### config.mk
export PLATFORM = sky130hd
export DESIGN_NAME = first_fit_buffer_cache_core_flat
export DESIGN_NICKNAME = d
export VERILOG_FILES = /design/src/rtl/ffbc_pkg.sv /design/src/rtl/ffbc_if.sv /design/src/rtl/ffbc_entry_ram.sv /design/src/rtl/first_fit_buffer_cache_core.sv /design/src/flat_wrapper.sv
export SDC_FILE = /design/constraint.sdc
export NUM_CORES = 1
export LEC_CHECK = 0
export BUFFER_PORTS_ARGS = -buffer_cell sky130_fd_sc_hd__clkbuf_2
export CAP_MARGIN = 20
export CORE_MARGIN = 2
export CORE_UTILIZATION = 48
export DETAILED_ROUTE_END_ITERATION = 10
export GPL_TIMING_DRIVEN = 1
export SLEW_MARGIN = 20
export SYNTH_ARGS = -nofsm -noshare
export SYNTH_HDL_FRONTEND = slang
export SYNTH_SLANG_ARGS = --single-unit
### constraint.sdc
create_clock -name clk -period 6.5 [get_ports clk]
set_input_delay 1.3 -clock clk [delete_from_list [all_inputs] [get_ports clk]]
set_output_delay 1.3 -clock clk [all_outputs]
set_load 0.05 [all_outputs]
### src/rtl/ffbc_pkg.sv
package ffbc_pkg;

  localparam int SIZE_W       = 40;
  localparam int IN_HANDLE_W  = 16;
  localparam int OUT_HANDLE_W = 16;
  localparam int HELD_W       = 5;
  localparam int ACTION_W     = 2;

  // Request kinds.
  localparam logic REQ_ALLOC   = 1'b0;
  localparam logic REQ_RELEASE = 1'b1;

  // Result actions.
  localparam logic [ACTION_W-1:0] ACT_SERVED     = 2'd0;
  localparam logic [ACTION_W-1:0] ACT_ALLOC_FWD  = 2'd1;
  localparam logic [ACTION_W-1:0] ACT_REL_CACHED = 2'd2;
  localparam logic [ACTION_W-1:0] ACT_REL_FWD    = 2'd3;

  typedef struct packed {
    logic                   req_type;
    logic                   device_local;
    logic [SIZE_W-1:0]      buffer_size;
    logic [IN_HANDLE_W-1:0] buffer_handle;
  } ffbc_req_t;

  typedef struct packed {
    logic [ACTION_W-1:0]     action;
    logic [OUT_HANDLE_W-1:0] out_handle;
    logic [HELD_W-1:0]       entries_held;
  } ffbc_rsp_t;

endpackage

### src/rtl/ffbc_if.sv
interface ffbc_req_if;
  import ffbc_pkg::*;

  logic      valid;
  logic      ready;
  ffbc_req_t payload;

  modport source (output valid, output payload, input ready);
  modport sink (input valid, input payload, output ready);
endinterface

interface ffbc_rsp_if;
  import ffbc_pkg::*;

  logic      valid;
  logic      ready;
  ffbc_rsp_t payload;

  modport source (output valid, output payload, input ready);
  modport sink (input valid, input payload, output ready);
endinterface

### src/rtl/ffbc_entry_ram.sv
module ffbc_entry_ram #(
  parameter int DEPTH = 16,
  parameter int WIDTH = 56,
  localparam int ADDR_W = (DEPTH > 1) ? $clog2(DEPTH) : 1
) (
  input  logic              clk,
  input  logic              rd_en,
  input  logic [ADDR_W-1:0] rd_addr,
  output logic [WIDTH-1:0]  rd_data,
  input  logic              wr_en,
  input  logic [ADDR_W-1:0] wr_addr,
  input  logic [WIDTH-1:0]  wr_data
);

  logic [WIDTH-1:0] mem [DEPTH];

  always_ff @(posedge clk) begin
    if (wr_en) begin
      mem[wr_addr] <= wr_data;
    end
  end

  // Registered read; the controller never reads and writes one entry in the same cycle.
  always_ff @(posedge clk) begin
    if (rd_en) begin
      rd_data <= mem[rd_addr];
    end
  end

endmodule

### src/rtl/first_fit_buffer_cache_core.sv
// First-fit cache of freed device-local buffers.
//
// Requests arrive on the req channel (valid/ready): an allocate asks for a
// buffer of at least buffer_size bytes, a release hands back a buffer with its
// size and handle. Every request yields exactly one response on the rsp channel
// with the action taken, the handle given out on a hit, and the entry count.
//
// The list lives in one entry memory with a registered read port and a write
// port, and one request is worked on at a time. An allocate scans from the
// front one entry per cycle and, on a hit, moves the later entries up one
// place; a release smaller than the head moves every entry down one place
// first. These passes set how long a request takes. A release not smaller
// than the head is written at the tail. Once the response is loaded into
// the output register, the controller goes idle and the next request is
// taken in the cycle after that load.
//
// Reset clears the entry count, the controller and the response valid flag, not
// the memory. A stalled receiver holds the response in place; the next request
// is taken while it waits, and its own response waits until the register frees.
module first_fit_buffer_cache_core #(
  parameter int CACHE_DEPTH = 16,
  parameter int HANDLE_BITS = 16
) (
  input  logic       clk,
  input  logic       rst,
  ffbc_req_if.sink   req,
  ffbc_rsp_if.source rsp
);
  import ffbc_pkg::*;

  localparam int IDX_W = (CACHE_DEPTH > 1) ? $clog2(CACHE_DEPTH) : 1;
  localparam int CNT_W = $clog2(CACHE_DEPTH + 1);
  localparam int ENT_W = SIZE_W + HANDLE_BITS;
  localparam logic [CNT_W-1:0] DEPTH_CNT = CNT_W'(CACHE_DEPTH);
  localparam logic [CNT_W-1:0] ONE_CNT   = CNT_W'(1);
  localparam logic [CNT_W-1:0] TWO_CNT   = CNT_W'(2);

  // Controller states.
  localparam logic [2:0] ST_IDLE     = 3'd0;
  localparam logic [2:0] ST_SEARCH   = 3'd1;
  localparam logic [2:0] ST_SHIFT_UP = 3'd2;
  localparam logic [2:0] ST_HEAD     = 3'd3;
  localparam logic [2:0] ST_SHIFT_DN = 3'd4;
  localparam logic [2:0] ST_INS0     = 3'd5;
  localparam logic [2:0] ST_DONE     = 3'd6;

  logic [2:0] state, state_next;
  logic [CNT_W-1:0] count, count_next;
  logic [CNT_W-1:0] idx, idx_next;

  // The request being worked on.
  logic [SIZE_W-1:0]      cur_size, cur_size_next;
  logic [HANDLE_BITS-1:0] cur_handle, cur_handle_next;

  // Response waiting to be loaded into the output register.
  logic [ACTION_W-1:0]     res_action, res_action_next;
  logic [OUT_HANDLE_W-1:0] res_handle, res_handle_next;
  logic [CNT_W-1:0]        res_count, res_count_next;

  logic      out_valid, out_valid_next;
  ffbc_rsp_t out_pld, out_pld_next;

  // Entry memory ports.
  logic             rd_en, wr_en;
  logic [IDX_W-1:0] rd_addr, wr_addr;
  logic [ENT_W-1:0] rd_data, wr_data;

  logic [SIZE_W-1:0]      rd_size;
  logic [HANDLE_BITS-1:0] rd_handle;
  logic [31:0]            rd_handle_ext;
  logic [31:0]            in_handle_ext;
  logic [HANDLE_BITS-1:0] in_handle;
  logic [31:0]            held_ext;
  logic [CNT_W-1:0]       idx_p1, idx_p2, idx_m1, count_m1, count_p1;

  assign rd_size       = rd_data[ENT_W-1 -: SIZE_W];
  assign rd_handle     = rd_data[HANDLE_BITS-1:0];
  assign rd_handle_ext = 32'(rd_handle);
  assign in_handle_ext = 32'(req.payload.buffer_handle);
  assign in_handle     = in_handle_ext[HANDLE_BITS-1:0];
  assign held_ext      = 32'(res_count);

  assign idx_p1   = idx + ONE_CNT;
  assign idx_p2   = idx + TWO_CNT;
  assign idx_m1   = idx - ONE_CNT;
  assign count_m1 = count - ONE_CNT;
  assign count_p1 = count + ONE_CNT;

  ffbc_entry_ram #(
    .DEPTH (CACHE_DEPTH),
    .WIDTH (ENT_W)
  ) u_ram (
    .clk     (clk),
    .rd_en   (rd_en),
    .rd_addr (rd_addr),
    .rd_data (rd_data),
    .wr_en   (wr_en),
    .wr_addr (wr_addr),
    .wr_data (wr_data)
  );

  // A new request is taken whenever the controller is idle, even with a
  // response still waiting in the output register.
  assign req.ready   = (state == ST_IDLE);
  assign rsp.valid   = out_valid;
  assign rsp.payload = out_pld;

  always_comb begin
    state_next      = state;
    count_next      = count;
    idx_next        = idx;
    cur_size_next   = cur_size;
    cur_handle_next = cur_handle;
    res_action_next = res_action;
    res_handle_next = res_handle;
    res_count_next  = res_count;
    out_valid_next  = out_valid && !rsp.ready;
    out_pld_next    = out_pld;
    rd_en           = 1'b0;
    rd_addr         = '0;
    wr_en           = 1'b0;
    wr_addr         = '0;
    wr_data         = {cur_size, cur_handle};

    case (state)
      ST_IDLE: begin
        if (req.valid) begin
          cur_size_next   = req.payload.buffer_size;
          cur_handle_next = in_handle;
          res_handle_next = '0;
          res_count_next  = count;
          if (req.payload.req_type == REQ_ALLOC) begin
            if (req.payload.device_local && count != '0) begin
              // Start the scan at the head.
              rd_en      = 1'b1;
              rd_addr    = '0;
              idx_next   = '0;
              state_next = ST_SEARCH;
            end else begin
              res_action_next = ACT_ALLOC_FWD;
              state_next      = ST_DONE;
            end
          end else begin
            if (req.payload.device_local && count < DEPTH_CNT) begin
              res_action_next = ACT_REL_CACHED;
              res_count_next  = count_p1;
              if (count != '0) begin
                rd_en      = 1'b1;
                rd_addr    = '0;
                state_next = ST_HEAD;
              end else begin
                // Empty list: the buffer becomes the only entry.
                wr_en      = 1'b1;
                wr_addr    = '0;
                wr_data    = {req.payload.buffer_size, in_handle};
                state_next = ST_DONE;
              end
            end else begin
              res_action_next = ACT_REL_FWD;
              state_next      = ST_DONE;
            end
          end
        end
      end

      ST_SEARCH: begin
        if (rd_size >= cur_size) begin
          res_action_next = ACT_SERVED;
          res_handle_next = rd_handle_ext[OUT_HANDLE_W-1:0];
          res_count_next  = count_m1;
          if (idx_p1 < count) begin
            // Close the gap left by the hit; idx is the slot to fill.
            rd_en      = 1'b1;
            rd_addr    = idx_p1[IDX_W-1:0];
            state_next = ST_SHIFT_UP;
          end else begin
            state_next = ST_DONE;
          end
        end else if (idx_p1 < count) begin
          rd_en    = 1'b1;
          rd_addr  = idx_p1[IDX_W-1:0];
          idx_next = idx_p1;
        end else begin
          res_action_next = ACT_ALLOC_FWD;
          state_next      = ST_DONE;
        end
      end

      ST_SHIFT_UP: begin
        wr_en    = 1'b1;
        wr_addr  = idx[IDX_W-1:0];
        wr_data  = rd_data;
        idx_next = idx_p1;
        if (idx_p2 < count) begin
          rd_en   = 1'b1;
          rd_addr = idx_p2[IDX_W-1:0];
        end else begin
          state_next = ST_DONE;
        end
      end

      ST_HEAD: begin
        if (rd_size > cur_size) begin
          // Smaller than the head: move everything down, last entry first.
          rd_en      = 1'b1;
          rd_addr    = count_m1[IDX_W-1:0];
          idx_next   = count;
          state_next = ST_SHIFT_DN;
        end else begin
          wr_en      = 1'b1;
          wr_addr    = count[IDX_W-1:0];
          state_next = ST_DONE;
        end
      end

      ST_SHIFT_DN: begin
        wr_en   = 1'b1;
        wr_addr = idx[IDX_W-1:0];
        wr_data = rd_data;
        if (idx == ONE_CNT) begin
          state_next = ST_INS0;
        end else begin
          rd_en    = 1'b1;
          rd_addr  = idx_p2[IDX_W-1:0] - IDX_W'(4);
          idx_next = idx_m1;
        end
      end

      ST_INS0: begin
        wr_en      = 1'b1;
        wr_addr    = '0;
        state_next = ST_DONE;
      end

      ST_DONE: begin
        if (!out_valid || rsp.ready) begin
          out_valid_next            = 1'b1;
          out_pld_next.action       = res_action;
          out_pld_next.out_handle   = res_handle;
          out_pld_next.entries_held = held_ext[HELD_W-1:0];
          count_next                = res_count;
          state_next                = ST_IDLE;
        end
      end

      default: begin
        state_next = ST_IDLE;
      end
    endcase
  end

  always_ff @(posedge clk) begin
    if (rst) begin
      state     <= ST_IDLE;
      count     <= '0;
      out_valid <= 1'b0;
    end else begin
      state     <= state_next;
      count     <= count_next;
      out_valid <= out_valid_next;
    end
  end

  always_ff @(posedge clk) begin
    idx        <= idx_next;
    cur_size   <= cur_size_next;
    cur_handle <= cur_handle_next;
    res_action <= res_action_next;
    res_handle <= res_handle_next;
    res_count  <= res_count_next;
    out_pld    <= out_pld_next;
  end

endmodule

### src/flat_wrapper.sv
// flat-port wrapper written by rule: the top's interface ports become plain ports
module first_fit_buffer_cache_core_flat import ffbc_pkg::*;
#(
  parameter int CACHE_DEPTH = 16,
  parameter int HANDLE_BITS = 16
)
  (clk, rst, req_valid, req_payload, req_ready, rsp_valid, rsp_payload, rsp_ready);
  ffbc_req_if req_i ();
  ffbc_rsp_if rsp_i ();
  input  logic clk;
  input  logic rst;
  input wire logic [$bits(req_i.valid)-1:0] req_valid;
  input wire logic [$bits(req_i.payload)-1:0] req_payload;
  output wire logic [$bits(req_i.ready)-1:0] req_ready;
  output wire logic [$bits(rsp_i.valid)-1:0] rsp_valid;
  output wire logic [$bits(rsp_i.payload)-1:0] rsp_payload;
  input wire logic [$bits(rsp_i.ready)-1:0] rsp_ready;
  assign req_i.valid = req_valid;
  assign req_i.payload = req_payload;
  assign req_ready = req_i.ready;
  assign rsp_valid = rsp_i.valid;
  assign rsp_payload = rsp_i.payload;
  assign rsp_i.ready = rsp_ready;
  first_fit_buffer_cache_core #(.CACHE_DEPTH(CACHE_DEPTH), .HANDLE_BITS(HANDLE_BITS)) u_core (.clk(clk), .rst(rst), .req(req_i), .rsp(rsp_i));
endmodule
==> reports/qor.yml, run 1 <==
logic_synthesis:
  async_reset_ff_frac: 0
  syn-cell-area_sq_um: 43600
  synth_largest_area_cell: "edfxtp_1"
  synth_warnings: 0
  synth-main-ff-cell: "edfxtp_1"
  leading_cell_types_by_count_after_synthesis: "1059 x edfxtp_1, 653 x nand2_1, 196 x a21oi_1"
  yosys.area.top_type_share: 0.729
  synth-seq-cells: 1068
  synth.distinct_cells: 68
  postSynthCellCount: 3058
  syn_avg_cell_area_sq_um: 14.3
  synthesis.nets: 3176
  sequential_fraction_of_the_synthesis_area: 0.733
  yosysMostFrequentCell: "edfxtp_1"
  synth_area_leaders: "edfxtp_1 73%, nand2_1 5.6%, mux2i_1 4.0%"
  synth-edff-count: 1059
sta:
  period_share: 0.818
  post-route-min-period_ns: 5.32
  final_max_slew_viol_count: 0
  fin_setup_tns_ns: 0
  timing_worst_slew_pin_value_ns: 1.13
  setup_viol: 0
  maxSlewHeadroom: 0.244
  fin_skew_ns: 0.0268
  fin_worst_hold_slack_ns: 0.412
  fmaxAchievable_mhz: 188
  rsz_0062_raised_after_global_routing: "false"
  timing.final.hold_violations: 0
power_and_ir_drop:
  power_leakage_nw: 17.4
  power.density_cell_area_nw_per_um2: 586
  largest_vdd_supply_drop_mv: 0.534
die:
  ioPinCount: 87
  die_area_sq_um: 93300
  design.core.area_sq_um: 90000
  die_w_um: 305
  initial_standard_cell_utilization_of_the_core: 0.485
  die_y_um: 305
  placementRows: 110
worst_setup_path:
  cp_num_cells: 11
  maximum_net_fanout_on_the_critical_path: 37
  timing.critical_path.arrival_ns: 5.66
  path_buf_inv: 1
  cell_family_contributing_the_most_delay_on_the_critical_path: "simple AND/OR/NAND/NOR gates"
  crit_path_top_delay_cell: "nor2_4"
  rr_worst_depth: 11
  worstSetupStartpointType: "flop"
  crit_path_max_incr_delay_ns: 0.88
  crit_path_end_kind: "flop"
  cp_cell_sequence: "ha_1 > nand4_1 > nor4_4 > o211ai_1 > a21oi_1 > o21ai_2 > and2b_1 > a22oi_1 > nand3_1 > nor2_4 > buf_12"
  cp.required_ns: 6.84
  timing.setup.critical_path_class: "reg2reg"
clock_tree:
  cts_resized: 0
  clock_sinks: 1068
  cts_tree: "built"
  worstSkewPairLatency_ns: 0.69
  clockBufferDepth: 3
  cts_max_level: 3
  cts_made_buffers: 109
  hold_bufs_inserted_after_cts: 0
  postcts_setup_bufs: 0
  clk_pin_slew_worst_paths_ns: 0.06
  cts.root.buffer_cell: "clkbuf_16"
route:
  drt_iter0_markers: 2889
  firstDrtPassIters: 6
  vias: 25900
  drt.antenna.violating_nets: 0
  drcViolationCount: 0
  routed_via_density: 5.90
  wire_per_inst_um: 24.4
  detail_route.wirelength_um: 107000
place:
  dpl-instance-area_sq_um: 45500
  port_buffers: 86
  dp_hpwl_um: 57300
  gpl.final_weighted_congestion: 0.860
outcome:
  outcome: "complete, no violations"
finish:
  fillerInstances: 7250
  multi_input_area_sq_um: 10500
  sequential_cell_area_in_the_final_layout_sq_um: 32000
  syn2layout_area_growth_pct: 11.9
  nNetsFinal: 3248
  share_of_final_layout_standard_cells_stronger_than_drive_strength_1: 0.104
  post-route-cell-area_sq_um: 48800
min_path:
  min-delay-path-class: "reg2reg"
  hold-path-cell-count: 0
grt:
  grt_max_degree: 187
  number_of_global_route_vias_before_repair: 25700
  gr-usage-all-layers: 0.228
  gr-total-overflow: 0
  grt_first_pass_wirelength_um: 161000
  number_of_antenna_violations_at_the_first_check_in_global_routing: 1
flow_run:
  timing.max_cap.violations: 0
==> final cells by class <==
class / count / share of cell area
inverters: 108 / 0.00831
multi-input cells: 1693 / 0.214
clock inverters: 60 / 0.00931
repair buffers: 150 / 0.0240
diodes: 1 / 0.0000513
flip-flops and latches: 1068 / 0.655
well taps: 1176 / 0.0301
clock buffers: 139 / 0.0586
==> worst paths after layout <==
kind                                                from                 endpoint  slack, ns
worst min register to register      u_core.res_handle[1]    u_core.rsp.payload[6]       0.41
worst max-delay path            u_core.u_ram.rd_data[38]  u_core.u_ram.mem[3][20]       1.18
worst min-delay path                u_core.res_handle[1]    u_core.rsp.payload[6]       0.41
worst max register to register  u_core.u_ram.rd_data[38]  u_core.u_ram.mem[3][20]       1.18
==> cells in the final DEF (no fill, tap or decap), types with 5 or more instances in the layout <==
| cell type | synthesis | layout |
|---|---|---|
| a211o_1 | 56 | 56 |
| a21o_1 | 8 | 8 |
| a21oi_1 | 196 | 196 |
| a222oi_1 | 55 | 55 |
| a22oi_1 | 10 | 10 |
| a32oi_1 | 57 | 57 |
| and3_1 | 78 | 77 |
| buf_12 | 0 | 21 |
| buf_4 | 23 | 43 |
| clkbuf_1 | 68 | 28 |
| clkbuf_16 | 0 | 109 |
| clkbuf_2 | 4 | 86 |
| clkinv_1 | 0 | 27 |
| clkinv_2 | 0 | 16 |
| dfxtp_1 | 9 | 9 |
| edfxtp_1 | 1059 | 1059 |
| ha_1 | 56 | 56 |
| inv_1 | 108 | 108 |
| mux2i_1 | 173 | 173 |
| nand2_1 | 653 | 651 |
| nand2b_1 | 7 | 7 |
| nand3_1 | 125 | 124 |
| nand4_1 | 6 | 6 |
| nor2_1 | 48 | 29 |
| nor2_4 | 0 | 18 |
| nor2b_1 | 6 | 5 |
| nor3_1 | 8 | 8 |
| o211ai_1 | 5 | 5 |
| o21ai_0 | 16 | 16 |
| o22ai_1 | 5 | 5 |
| o311ai_1 | 56 | 56 |
| xnor2_1 | 11 | 11 |
==> cells by family (layout without fill, tap and decap cells) <==
group	after synthesis	after routing	share of synthesized area
flip-flops	1068	1068	0.733
other	0	1	0
buffers and inverters	297	457	0.0322
multiplexers	174	174	0.0400
XOR/XNOR	15	15	0.00301
AO/OA/AOI/OAI	497	497	0.0822
AND/OR/NAND/NOR	951	951	0.0935
adder cells (fa/ha/maj)	56	56	0.0161
==> sequential cells by signal (all words and copies together) (netlist names) <==
signal and cells:
u_core.rsp.payload 23, u_core.res_count 5, u_core.cur_size 40, u_core.res_handle 16, u_core.res_action 2, u_core.u_ram.mem 896
u_core.rsp.valid 1, u_core.count 5, u_core.state 3, u_core.u_ram.rd_data 56, u_core.idx 5, u_core.cur_handle 16
==> power breakdown <==
part           switching (mW)  internal, mW
sequential              0.441          10.8
combinational            8.19          3.34
clock                    2.58          3.26
==> through the flow <==
stage	worst slack [ns]	utilization	instances	power [mW]
2_1_floorplan	1.13	-	3058	19.2
3_3_place_gp	1.38	0.505	4195	22.6
3_5_place_dp	1.25	0.505	4195	22.9
4_1_cts	1.22	0.542	4394	28.7
5_1_grt	0.951	0.542	4394	30.2
6_report	1.18	0.542	4395	28.6
==> per-layer routing <==
metal,up-vias,track usage,wire (um)
li1,11700,-,-
met1,13100,0.322,46400
met2,998,0.362,50700
met3,141,0.0363,7700
met4,0,0.0785,2550
met5,-,0,0
Power figures use the tool's default switching activity.
==> run 2: changes to the inputs <==
--- a/config.mk
+++ b/config.mk
@@ -11,6 +11,7 @@
 export CORE_UTILIZATION = 48
 export DETAILED_ROUTE_END_ITERATION = 10
 export GPL_TIMING_DRIVEN = 1
+export PLACE_DENSITY = 0.66
 export SLEW_MARGIN = 20
 export SYNTH_ARGS = -nofsm -noshare
 export SYNTH_HDL_FRONTEND = slang
==> constraint.sdc (replaced) <==
create_clock -name clk -period 4.4 [get_ports clk]
set_input_delay 0.88 -clock clk [delete_from_list [all_inputs] [get_ports clk]]
set_output_delay 0.88 -clock clk [all_outputs]
set_load 0.05 [all_outputs]
==> reports/qor.yml, run 2 (same netlist as run 1, synthesis figures left out) <==
outcome:
  outcome: "complete, no violations"
place:
  dpl-instance-area_sq_um: 46400
  dp_hpwl_um: 60400
  numPlacedInstances: 4255
  port_buffers: 86
  gpl.final_weighted_congestion: 0.832
  pre_cts_slack_ns: 0.0191
route:
  detail_route.wirelength_um: 109000
  vias: 26600
  drt.antenna.violating_nets: 0
  wire_per_inst_um: 24.6
  firstDrtPassIters: 6
  drcViolationCount: 0
  drt_iter0_markers: 3270
  routed_via_density: 5.97
grt:
  number_of_global_route_vias_before_repair: 26200
  gr-usage-all-layers: 0.232
  grt_first_pass_wirelength_um: 164000
  grt_max_degree: 77
  gr-total-overflow: 0
  number_of_antenna_violations_at_the_first_check_in_global_routing: 4
finish:
  syn2layout_area_growth_pct: 14.5
  registers.top_by_ff_count: "u_core.u_ram.mem"
  mostFrequentLayoutCells: "1059 x edfxtp_1, 651 x nand2_1, 196 x a21oi_1"
  nNetsFinal: 3308
  fillerInstances: 7047
  largest_register_ff_count: 896
  finalNonFillerCells: 4452
  fin_util: 0.555
  number_of_antenna_repair_diodes: 0
  share_of_final_layout_standard_cells_stronger_than_drive_strength_1: 0.126
  layout_top_registers: "u_core.u_ram.mem x896, u_core.u_ram.rd_data x56, u_core.cur_size x40"
  layout.cells.most_common: "edfxtp_1"
  post-route-cell-area_sq_um: 50000
power_and_ir_drop:
  power_report.internal_total_mw: 27.1
  largest_vdd_supply_drop_mv: 0.935
  power.net_switching_mw: 16.8
  power.density_cell_area_nw_per_um2: 878
  power.share.switching: 0.383
  combinationalPowerShare: 0.413
  power_leakage_nw: 18.0
  clock_power_share: 0.208
  p_seq_frac: 0.379
  totalPowerFinal_mw: 43.9
sta:
  setup_viol: 0
  period_share: 0.982
  fin_setup_tns_ns: 0
  timing.final.hold_violations: 0
  maxSlewHeadroom: 0.221
  fmaxAchievable_mhz: 232
  final_max_slew_viol_count: 0
  timing_worst_slew_pin_value_ns: 1.16
  postLayoutSetupSlackWorst_ns: 0.0807
  fin_skew_ns: 0.0404
  post-route-min-period_ns: 4.32
  fin_worst_hold_slack_ns: 0.405
flow_run:
  timing.max_cap.violations: 0
die:
  die_w_um: 305
  initial_standard_cell_utilization_of_the_core: 0.485
  placementRows: 110
  die_y_um: 305
  die_area_sq_um: 93300
  design.core.area_sq_um: 90000
  ioPinCount: 87
clock_tree:
  worstSkewPairLatency_ns: 0.69
  cts_max_level: 3
  cts_made_buffers: 107
  cts_tree: "built"
  cts.root.buffer_cell: "clkbuf_16"
  clk_pin_slew_worst_paths_ns: 0.06
  hold_bufs_inserted_after_cts: 0
  clock_sinks: 1068
  clockBufferDepth: 3
worst_setup_path:
  rr_worst_depth: 13
  maximum_net_fanout_on_the_critical_path: 26
  timing.critical_path.arrival_ns: 4.72
  timing.setup.critical_path_class: "reg2reg"
  cp.required_ns: 4.80
  worstSetupStartpointType: "flop"
  crit_path_end_kind: "flop"
min_path:
  hold-path-cell-count: 1
  min-delay-path-class: "in2reg"
==> run 2: layout make-up <==
type,count,area [sq um],area share
well taps,1176,1470,0.0295
multi-input cells,1693,10500,0.210
clock buffers,130,2790,0.0558
flip-flops and latches,1068,32000,0.640
repair buffers,212,2110,0.0423
clock inverters,65,726,0.0145
inverters,108,405,0.00811
==> run 2: routing by layer <==
layer	track usage	vias up	share of wire
met2	0.375	1314	0.47
met5	0	-	0.00012
met1	0.326	13200	0.42
met3	0.0385	202	0.084
met4	0.0709	2	0.024
li1	-	11800	-
==> run 2: power by group through the flow <==
stage / combinational, mW / sequential [mW] / clock, mW
6_report: 18.1 / 16.6 / 9.11
5_1_grt: 19.7 / 16.8 / 9.66
4_1_cts: 18.0 / 16.6 / 9.25
3_5_place_dp: 18.0 / 16.8 / 0
3_3_place_gp: 17.5 / 16.7 / 0
2_1_floorplan: 11.5 / 16.7 / 0
==> run 2: worst paths after layout <==
path                                 start                  endpoint  slack (ns)
setup / recovery  u_core.u_ram.rd_data[55]  u_core.u_ram.rd_data[52]        0.08
setup reg to reg  u_core.u_ram.rd_data[55]  u_core.u_ram.rd_data[52]        0.08
hold / removal             req_payload[44]       u_core.cur_size[28]        0.41
hold reg to reg       u_core.res_handle[7]    u_core.rsp.payload[12]        0.42
==> run 2: timing repair <==
action,CTS,global route
gates resized for setup,1,4
cloned,0,0
buffers inserted,0,2
endpoints found under the setup margin,139,741
==> run 2: critical path, stage by stage (launching register included) <==
cell      delay, ns
edfxtp_1       0.45
ha_1           0.37
nand4_1        0.33
nor4_2         0.60
nand3_1        0.30
nand3_1        0.17
a21o_1         0.18
and3_4         0.42
buf_12         0.22
buf_12         0.20
mux2i_1        0.23
mux2i_1        0.11
a32oi_1        0.27
o311ai_1       0.15
